## config.mk

```make
export PLATFORM = sky130hd
export DESIGN_NAME = lprt_ctrl
export DESIGN_NICKNAME = d
export VERILOG_FILES = /design/src/rtl/lprt_pkg.sv /design/src/rtl/lprt_ctrl.sv
export SDC_FILE = /design/constraint.sdc
export NUM_CORES = 1
export LEC_CHECK = 0
export ABC_AREA = 0
export BUFFER_PORTS_ARGS = -buffer_cell sky130_fd_sc_hd__buf_2
export CAP_MARGIN = 20
export CORE_AREA = 10 10 47 49
export CTS_BUF_LIST = sky130_fd_sc_hd__clkbuf_4
export CTS_CLUSTER_DIAMETER = 100
export CTS_CLUSTER_SIZE = 20
export DETAILED_ROUTE_END_ITERATION = 8
export DIE_AREA = 0 0 57 59
export PLACE_DENSITY = 0.78
export SYNTH_ARGS = -nofsm -noshare
export SYNTH_HDL_FRONTEND = slang
export SYNTH_SLANG_ARGS = --single-unit
```

## constraint.sdc

```tcl
create_clock -name clk -period 3 [get_ports clk]
set_input_delay 0.3 -clock clk [delete_from_list [all_inputs] [get_ports clk]]
set_output_delay 0.3 -clock clk [all_outputs]
set_load 0.05 [all_outputs]
```

## src/rtl/lprt_pkg.sv

```systemverilog
// ----------------------------------------------------------------------------
// lprt_pkg
// Types, codes and controller commands shared by the key table modules.
// ----------------------------------------------------------------------------
package lprt_pkg;

  localparam int unsigned KEY_W  = 64;
  localparam int unsigned LOC_W  = 32;
  localparam int unsigned COP_W  = 8;

  typedef enum logic [2:0] {
    CMD_PUBLISH   = 3'd0,
    CMD_ACQUIRE   = 3'd1,
    CMD_RELEASE   = 3'd2,
    CMD_LOOKUP    = 3'd3,
    CMD_EVICTABLE = 3'd4,
    CMD_RESERVE   = 3'd5,
    CMD_RSVD6     = 3'd6,
    CMD_RSVD7     = 3'd7
  } cmd_t;

  typedef enum logic [1:0] {
    ST_OK       = 2'd0,
    ST_NOTFOUND = 2'd1,
    ST_NOSPACE  = 2'd2,
    ST_MISMATCH = 2'd3
  } status_t;

  localparam logic ADDR_LAYOUT = 1'b0;
  localparam logic ADDR_ALIVE  = 1'b1;

  typedef struct packed {
    logic [2:0]       command;
    logic [KEY_W-1:0] key;
    logic [COP_W-1:0] copies;
    logic [LOC_W-1:0] location_in;
    logic [LOC_W-1:0] request_layout;
    logic             last_key;
  } in_word_t;

  typedef struct packed {
    logic [1:0]       status;
    logic [LOC_W-1:0] location_out;
    logic             answer;
    logic             changed;
    logic             last;
  } out_word_t;

  typedef enum logic [3:0] {
    S_CLEAR,    // clear valid map after reset
    S_IDLE,
    S_RD,       // issue read at probe pointer
    S_WAIT,     // memory read latency
    S_CHK,      // inspect probe slot
    S_DRD,      // delete: read next slot
    S_DWAIT,
    S_DCHK,     // delete: decide shift
    S_DONE,
    S_OUT
  } state_t;

  // controller -> datapath
  typedef struct packed {
    logic clr_step;    // clear valid at pointer, advance
    logic load;        // capture input word, pointer to home
    logic rd;          // read slot at pointer
    logic probe_next;  // advance probe pointer
    logic do_hit;      // apply command to hit slot
    logic do_miss;     // apply command on miss (insert/no_space)
    logic del_start;   // hole = pointer, nx = pointer+1
    logic drd;         // read slot nx
    logic dshift;      // copy nx into hole, hole = nx
    logic dadv;        // nx = nx+1
    logic dend;        // invalidate hole
    logic finish;      // build result word
  } ctl_t;

  // datapath -> controller
  typedef struct packed {
    logic clr_last;
    logic is_publish;
    logic cmd_walk;     // command needs a probe
    logic early;        // answered without probe
    logic slot_vld;
    logic key_eq;
    logic wrapped;      // probe visited all slots
    logic need_del;     // hit publish with copies zero
    logic d_vld;
    logic d_move;
    logic d_wrap;
  } sts_t;

endpackage

```

## src/rtl/lprt_ctrl.sv

```systemverilog
// ----------------------------------------------------------------------------
// lprt_ctrl
// Sequencer for probe, update and backward-shift delete.
// ----------------------------------------------------------------------------
module lprt_ctrl (
  input  logic            clk,
  input  logic            rst_n,
  input  logic            in_valid,
  output logic            in_stall,
  output logic            out_valid,
  input  logic            out_stall,
  input  lprt_pkg::sts_t  sts,
  output lprt_pkg::ctl_t  ctl
);
  import lprt_pkg::*;

  state_t state_r, state_nxt;

  always_ff @(posedge clk) begin
    if (!rst_n) state_r <= S_CLEAR;
    else        state_r <= state_nxt;
  end

  always_comb begin
    state_nxt = state_r;
    unique case (state_r)
      S_CLEAR: if (sts.clr_last) state_nxt = S_IDLE;
      S_IDLE:  if (in_valid) state_nxt = S_RD;
      S_RD:    state_nxt = sts.early ? S_DONE : S_WAIT;
      S_WAIT:  state_nxt = S_CHK;
      S_CHK: begin
        if (!sts.slot_vld) state_nxt = S_DONE;
        else if (sts.key_eq) state_nxt = sts.need_del ? S_DRD : S_DONE;
        else if (sts.wrapped) state_nxt = S_DONE;
        else state_nxt = S_RD;
      end
      S_DRD:   state_nxt = sts.d_wrap ? S_DONE : S_DWAIT;
      S_DWAIT: state_nxt = S_DCHK;
      S_DCHK:  state_nxt = sts.d_vld ? S_DRD : S_DONE;
      S_DONE:  state_nxt = S_OUT;
      S_OUT:   if (!out_stall) state_nxt = S_IDLE;
      default: state_nxt = S_IDLE;
    endcase
  end

  always_comb begin
    ctl       = '0;
    in_stall  = 1'b1;
    out_valid = 1'b0;
    unique case (state_r)
      S_CLEAR: ctl.clr_step = 1'b1;
      S_IDLE: begin
        in_stall = 1'b0;
        ctl.load = in_valid;
      end
      S_RD:    ctl.rd = 1'b1;
      S_WAIT:  ;
      S_CHK: begin
        if (!sts.slot_vld || (!sts.key_eq && sts.wrapped)) ctl.do_miss = 1'b1;
        else if (sts.key_eq) begin
          ctl.do_hit    = 1'b1;
          ctl.del_start = sts.need_del;
        end else ctl.probe_next = 1'b1;
      end
      S_DRD: begin
        ctl.drd  = !sts.d_wrap;
        ctl.dend = sts.d_wrap;
      end
      S_DWAIT: ;
      S_DCHK: begin
        if (!sts.d_vld) ctl.dend = 1'b1;
        else begin
          ctl.dshift = sts.d_move;
          ctl.dadv   = 1'b1;
        end
      end
      S_DONE: ctl.finish = 1'b1;
      S_OUT:  out_valid = 1'b1;
      default: ;
    endcase
  end

endmodule

```

==> impl_metrics.yaml, run 1 <==
final_layout:
  largest_register: "state_r"
  fillers: 163
  largest_register_ffs: 4
  finalNonFillerCells: 107
  finish.net_count: 108
  multi_input_area_um2: 364
  top_regs: "state_r x4"
  utilization_pct: 44.8
  regArea_um2: 80.1
  antenna_cells: 0
  drive_gt1_share_pct: 36.3
  syn2layout_area_growth_pct: 30.7
  fin_area_um2: 628
place:
  dp_slack_ps: 1090
  port_buffers: 26
  placed_cells: 104
  place.gp.congestion: 0.820
  dp_hpwl_um: 1140
  placedInstanceArea_um2: 606
clock_network:
  holdBufCountCts: 0
  cts_setup_buffers: 0
  cts_root_buf: "clkbuf_4"
  insertion_delay_ps: 250
  cts_tree: "built"
  cts-resized-gates: 0
  clock_sinks: 4
  cts_buffers: 3
  path_clk_slew_ps: 40
  cts_htree_levels: 1
  clockBufferDepth: 2
route:
  wl_per_cell_um: 13.3
  drc: 0
  vias: 558
  firstDrtPassIters: 2
  vias_per_cell: 5.21
  drt_wl_total_um: 1420
  drt_iter0_markers: 15
  postRouteAntennaNets: 0
yosys:
  synth-edff-count: 0
  synth_ff_type: "dfxtp_1"
  synth_nets: 81
  syn_avg_cell_area_um2: 7.28
  ys_types: 30
  yosysTopAreaCell: "dfxtp_1"
  yosysMostFrequentCell: "a21oi_1"
  synth_area_leaders: "dfxtp_1 17%, a21oi_1 8.3%, nand2b_1 7.8%"
  async_flop_share_pct: 0
  yosysSeqAreaShare_pct: 16.7
  synth_top_area_share_pct: 16.7
  synthTopCellsByCount: "8 x a21oi_1, 7 x nand2_1, 6 x nand2b_1, 6 x nor2_1"
  synth_seq_cells: 4
  syn-cell-area_um2: 480
  syn_inst: 66
  synth_warnings: 0
sta:
  report.final.setup_viol: 0
  finalHoldViolations: 0
  fin_crit_sh_pct: 72.9
  fmax_mhz: 457
  slew_viol_final: 0
  period_minus_slack_ps: 2190
  finalSetupTns_ps: 0
  fin_ws_ps: 813
  finClkSkew_ps: 9.93
  worst_slew_pin_slew_ps: 536
  holdWs_ps: 315
  max_slew_margin_pct: 64.2
  rsz0062_at_grt: "false"
die:
  start_util_pct: 34.3
  die_w_um: 57
  die-area_um2: 3360
  dieHeight_um: 59
  core-area_um2: 1400
  io_pins: 29
  num_rows: 14
worst_setup_path:
  cp_cell_sequence: "nor2b_1, and4_1, and2_1, buf_2"
  start_kind: "flop"
  path_class: "flop to output port"
  endpoint_kind: "output port"
  slowest_stage: "dfxtp_1"
  crit_buf_inv: 1
  crit_path_max_fanout: 14
  cp.required_ps: 2700
  cp_slowest_stage_delay_ps: 640
  crit_arrival_ps: 1890
  critical-path-top-delay-family: "simple AND/OR/NAND/NOR gates"
global_route:
  antenna_found_initial: 0
  use_met1_pct: 10.5
  use_met3_pct: 4.94
  grtUsageMet2_pct: 11.2
  grt.overflow.total: 0
  grt_max_degree: 17
  top_usage_layer: "met2"
  grt_pass1_wl_um: 2410
  track_usage_pct: 8.82
  grt_pass1_vias: 555
flow_run:
  drv_cap: 0
power_and_ir_drop:
  totalPowerFinal_mw: 0.215
  p_leak_nw: 0.295
  ir_drop_uv: 164
  p_per_area_nw_per_um2: 342
worst_hold_path:
  hp-class: "input pin to flop"
status:
  status: "finished, final reports clean"
-- cell usage in the layout (no fill, tap or decap), types with 2 or more instances in the layout --
cell      instances
nor2b_1           4
dfxtp_1           4
and3_1            2
nor4_1            2
clkbuf_4          3
buf_2            26
nand2_1           7
a21oi_1           8
nand3_1           2
inv_1             3
nand2b_1          6
nor2_1            6
-- power by group --
group | total, mW | switching (mW) | internal (mW)
clock network | 0.0727 | 0.0276 | 0.0451
logic | 0.0732 | 0.0474 | 0.0258
registers | 0.0692 | 0.0127 | 0.0564
total | 0.215 | 0.0877 | 0.127
-- final cells by class --
cell class              instances  area share [%]
multi-input cells              55            58.0
repair buffers                 26            20.7
flip-flops and latches          4            12.7
clock buffers                   3            3.59
well taps                      16            3.19
inverters                       3            1.79
-- cells by family after synthesis --
group / count (synthesis) / share of synthesized area, %
and+or+nand+nor: 37 / 47.4
AOI/OAI and AO/OA: 18 / 28.4
buffers and inverters: 7 / 7.55
DFF: 4 / 16.7
-- path summary, 6_finish.rpt --
check,from,to,slack (ps),cells after the start
max,state_r[1],ctl[3],810,4
min,rst_n,state_r[2],310,2
max reg2reg,state_r[1],state_r[0],1450,4
min reg2reg,state_r[3],state_r[0],760,2
-- metal layers --
layer	wire [µm]	part of all wire [%]
met4	23	1.6
met5	0	0
met1	662	47
met2	590	42
met3	144	10
-- worst register-to-register path, delay by kind of cell (launching register included) --
kind / cells / cell delay [ps]
compound gates: 1 / 160
simple gates: 3 / 660
flops: 1 / 640
No activity file was read; power rests on OpenSTA's default activity.
==> inputs of run 2 (changes only) <==
==> constraint.sdc (replaced) <==
create_clock -name clk -period 2.1 [get_ports clk]
set_input_delay 0.21 -clock clk [delete_from_list [all_inputs] [get_ports clk]]
set_output_delay 0.21 -clock clk [all_outputs]
set_load 0.05 [all_outputs]
==> run 2 against run 1 <==
  * Clock skew decreased by 3.1 ps
  * Largest cell class unchanged
  * Register-to-register slack worse by 850 ps
  * Die area unchanged
  * Sequential share of layout area fell by 0.37 points
  * Total power up 45%
  * Highest routed layer unchanged
  * Combinational power increased by 60%
  * Sequential cell count stayed put
  * Setup slack got worse by 640 ps
  * First-iteration DRC count shrank 60%
==> impl_metrics.yaml, run 2 (synthesized netlist as in run 1, its figures left out) <==
die:
  core-area_um2: 1400
  die-area_um2: 3360
  start_util_pct: 34.3
  num_rows: 14
  io_pins: 29
  die_w_um: 57
  dieHeight_um: 59
route:
  drc: 0
  vias_per_cell: 5.33
  wl_per_cell_um: 13.6
  postRouteAntennaNets: 0
  vias: 581
  drt_iter0_markers: 6
  firstDrtPassIters: 4
  drt_wl_total_um: 1480
global_route:
  grt.overflow.total: 0
  track_usage_pct: 8.16
  antenna_found_initial: 0
  grt_max_degree: 14
  grt_pass1_wl_um: 2340
  grt_pass1_vias: 568
sta:
  worst_slew_pin_slew_ps: 556
  holdWs_ps: 213
  finClkSkew_ps: 6.84
  fin_ws_ps: 171
  slew_viol_final: 0
  fin_crit_sh_pct: 91.9
  fmax_mhz: 518
  finalHoldViolations: 0
  period_minus_slack_ps: 1930
  rsz0062_at_grt: "false"
  max_slew_margin_pct: 62.9
  report.final.setup_viol: 0
  finalSetupTns_ps: 0
power_and_ir_drop:
  totalPowerFinal_mw: 0.313
  p_leak_nw: 0.309
  ir_drop_uv: 167
  p_per_area_nw_per_um2: 476
final_layout:
  final_common_cell: "buf_2"
  finalNonFillerCells: 109
  utilization_pct: 46.9
  drive_gt1_share_pct: 40.9
  fillers: 159
  finish.net_count: 110
  largest_register: "state_r"
  layout_common_cells: "26 x buf_2, 8 x a21oi_1, 7 x nand2_1, 6 x nand2b_1, 6 x nor2_1"
  top_regs: "state_r x4"
  largest_register_ffs: 4
  fin_area_um2: 657
  antenna_cells: 0
  syn2layout_area_growth_pct: 36.7
worst_setup_path:
  endpoint_kind: "output port"
  crit_arrival_ps: 1720
  path_class: "flop to output port"
  cp.required_ps: 1890
  crit_path_max_fanout: 12
  start_kind: "flop"
status:
  status: "finished, final reports clean"
clock_network:
  cts_buffers: 3
  insertion_delay_ps: 240
  cts_htree_levels: 1
  cts_tree: "built"
  holdBufCountCts: 0
  clock_sinks: 4
  clockBufferDepth: 2
  cts_root_buf: "clkbuf_4"
  path_clk_slew_ps: 40
flow_run:
  drv_cap: 0
place:
  place.gp.congestion: 0.827
  port_buffers: 26
  placed_cells: 106
  dp_slack_ps: 381
  placedInstanceArea_um2: 633
  dp_hpwl_um: 1210
worst_hold_path:
  hp-class: "input pin to flop"
## run 2: repair_timing
action / in CTS / in global routing
gates resized for setup: 0 / 1
endpoints found under the setup margin: 0 / 1
buffers inserted: 0 / 0
## run 2: critical path, cell delays in order (launching register included)
cell      delay [ps]
dfxtp_1          660
nand2b_1         190
nor3_1           300
buf_2            330
## run 2: metal layers
metal	GRT usage, %	vias to the layer above	wire length (µm)
met1	10.4	259	702
met2	11.9	26	646
met5	0	-	0
met4	5.03	0	21
met3	1.93	2	113
li1	-	294	-
## run 2: final cells by class
type / instances / area, µm² / share of cell area [%]
repair buffers: 28 / 145 / 22.1
flip-flops and latches: 4 / 81.3 / 12.4
well taps: 16 / 20.0 / 3.05
clock buffers: 3 / 22.5 / 3.43
inverters: 3 / 11.3 / 1.71
multi-input cells: 55 / 377 / 57.3
## run 2: path summary, 6_finish.rpt
check	from	end	slack, ps	cells after the start
hold / removal	rst_n	state_r[2]	210	2
setup / recovery	state_r[3]	ctl[0]	170	3
setup reg to reg	state_r[3]	state_r[0]	600	4
hold reg to reg	state_r[3]	state_r[0]	740	2
## run 2: power by group
part	internal, mW	switching, mW	total, mW
Sequential	0.0808	0.0137	0.0945
Combinational	0.0422	0.0752	0.117
Clock	0.0643	0.0364	0.101
==> inputs of run 3 (changes only) <==
--- a/config.mk
+++ b/config.mk
@@ -7,13 +7,11 @@
 export LEC_CHECK = 0
 export ABC_AREA = 0
 export BUFFER_PORTS_ARGS = -buffer_cell sky130_fd_sc_hd__buf_2
-export CAP_MARGIN = 20
-export CORE_AREA = 10 10 47 49
-export CTS_BUF_LIST = sky130_fd_sc_hd__clkbuf_4
+export CORE_AREA = 3 3 40 42
 export CTS_CLUSTER_DIAMETER = 100
 export CTS_CLUSTER_SIZE = 20
 export DETAILED_ROUTE_END_ITERATION = 8
-export DIE_AREA = 0 0 57 59
+export DIE_AREA = 0 0 43 45
 export PLACE_DENSITY = 0.78
 export SYNTH_ARGS = -nofsm -noshare
 export SYNTH_HDL_FRONTEND = slang
==> run 3 against run 2 <==
  * Wire length fell by 18%
  * Cell area fell by 1.1%
  * Sequential power rose by 5.7%
  * Final cell count fell by 1.8%
  * Via count fell by 2.2%
  * Global-route usage rose by 5.1 points
  * Clock-buffer cell count did not move
  * Combinational power fell by 9%
  * Register-to-register slack got worse by 30 ps
  * Critical endpoint is now ctl[8]
  * Largest cell class unchanged
==> impl_metrics.yaml, run 3 (synthesized netlist as in run 1, its figures left out) <==
die:
  io_pins: 29
  core-area_um2: 1280
  num_rows: 13
  start_util_pct: 37.4
  die-area_um2: 1940
  die_w_um: 43
  dieHeight_um: 45
route:
  drt_wl_total_um: 1220
  wl_per_cell_um: 11.4
  drt_iter0_markers: 13
  firstDrtPassIters: 5
  drc: 0
  vias_per_cell: 5.31
  vias: 568
  postRouteAntennaNets: 0
global_route:
  use_met1_pct: 17.1
  grt_pass1_vias: 492
  grt_max_degree: 17
  top_usage_layer: "met2"
  grtUsageMet2_pct: 21.0
  grt.overflow.total: 0
  use_met3_pct: 4.78
  antenna_found_initial: 0
  grt_pass1_wl_um: 1960
  track_usage_pct: 13.2
clock_network:
  cts_root_buf: "clkbuf_4"
  clock_sinks: 4
  cts_tree: "built"
  path_clk_slew_ps: 40
  cts_setup_buffers: 0
  cts-resized-gates: 0
  clockBufferDepth: 2
  cts_htree_levels: 1
  holdBufCountCts: 0
  cts_buffers: 3
  insertion_delay_ps: 230
final_layout:
  syn2layout_area_growth_pct: 35.2
  drive_gt1_share_pct: 41.3
  layout_common_cells: "26 x buf_2, 8 x a21oi_1, 7 x nand2_1, 6 x nand2b_1, 6 x nor2_1"
  top_regs: "state_r x4"
  largest_register_ffs: 4
  finalNonFillerCells: 107
  antenna_cells: 0
  finish.net_count: 109
  largest_register: "state_r"
  final_common_cell: "buf_2"
worst_setup_path:
  cp.required_ps: 1890
  path_class: "flop to output port"
  critical-path-top-delay-family: "simple AND/OR/NAND/NOR gates"
  crit_path_max_fanout: 13
  crit_buf_inv: 1
  r2r_cells: 3
  cp_cell_sequence: "nor4b_4, nand2_1, nor3_2, buf_2"
  cp_slowest_stage_delay_ps: 580
  endpoint_kind: "output port"
  slowest_stage: "dfxtp_1"
  crit_arrival_ps: 1740
  path_depth: 4
  start_kind: "flop"
place:
  place.gp.congestion: 0.808
  port_buffers: 26
  dp_hpwl_um: 943
  placed_cells: 104
sta:
  report.final.setup_viol: 0
  fin_crit_sh_pct: 93.1
  finalHoldViolations: 0
  finalSetupTns_ps: 0
  worst_slew_pin_slew_ps: 582
  max_slew_margin_pct: 61.2
  period_minus_slack_ps: 1950
  finClkSkew_ps: 1.53
  slew_viol_final: 0
  fmax_mhz: 512
  rsz0062_at_grt: "false"
power_and_ir_drop:
  p_sw_share_pct: 38.7
  power.share.sequential_pct: 33.2
  p_sw_mw: 0.116
  pwr-share-comb_pct: 35.6
  pwr-share-clk_pct: 31.2
  ir_drop_uv: 234
  p_per_area_nw_per_um2: 463
  p_leak_nw: 0.304
  internal-power_mw: 0.184
status:
  status: "finished, final reports clean"
worst_hold_path:
  hp-class: "input pin to flop"
  min_delay_path_depth: 3
flow_run:
  drv_cap: 0
==> run 3: metal layers <==
| layer | vias up | share of wire (%) |
|---|---|---|
| li1 | 295 | - |
| met1 | 250 | 47 |
| met2 | 23 | 45 |
| met3 | 0 | 7.3 |
| met4 | 0 | 0 |
| met5 | - | 0 |
==> run 3: layout make-up <==
class | instances | area [µm²]
fillers | 129 | 636
multi-input cells | 55 | 377
repair buffers | 27 | 138
flip-flops and latches | 4 | 82.6
clock buffers | 3 | 22.5
well taps | 15 | 18.8
inverters | 3 | 11.3
==> run 3: stage by stage <==
| stage | hold slack (ps) | setup slack [ps] | cell area (µm²) | util, % | power (mW) |
|---|---|---|---|---|---|
| 3_3_place_gp | 474 | 329 | 624 | 48.6 | 0.207 |
| 4_1_cts | 223 | 75.1 | 647 | 50.3 | 0.304 |
| 2_1_floorplan | 326 | -0.667 | 493 | - | 0.176 |
| 5_1_grt | 224 | 9.19 | 649 | 50.5 | 0.324 |
| 6_report | 226 | 145 | 649 | 50.5 | 0.301 |
| 3_5_place_dp | 468 | 328 | 624 | 48.6 | 0.207 |
==> run 3: worst min-delay path: stages <==
cell and delay (ps):
buf_2 110, nand2_1 60, a31oi_1 40
==> run 3: worst paths after layout <==
path | startpoint | end | slack, ps
setup / recovery | state_r[2] | ctl[8] | 150
hold / removal | rst_n | state_r[0] | 230
hold reg to reg | state_r[3] | state_r[0] | 740
setup reg to reg | state_r[3] | state_r[2] | 570
==> run 3: power groups by stage <==
| stage | registers (mW) | clock network [mW] | logic (mW) |
|---|---|---|---|
| 2_1_floorplan | 0.0886 | 0 | 0.0873 |
| 3_3_place_gp | 0.0999 | 0 | 0.107 |
| 3_5_place_dp | 0.0994 | 0 | 0.107 |
| 4_1_cts | 0.0983 | 0.0983 | 0.108 |
| 5_1_grt | 0.101 | 0.107 | 0.115 |
| 6_report | 0.0999 | 0.0938 | 0.107 |
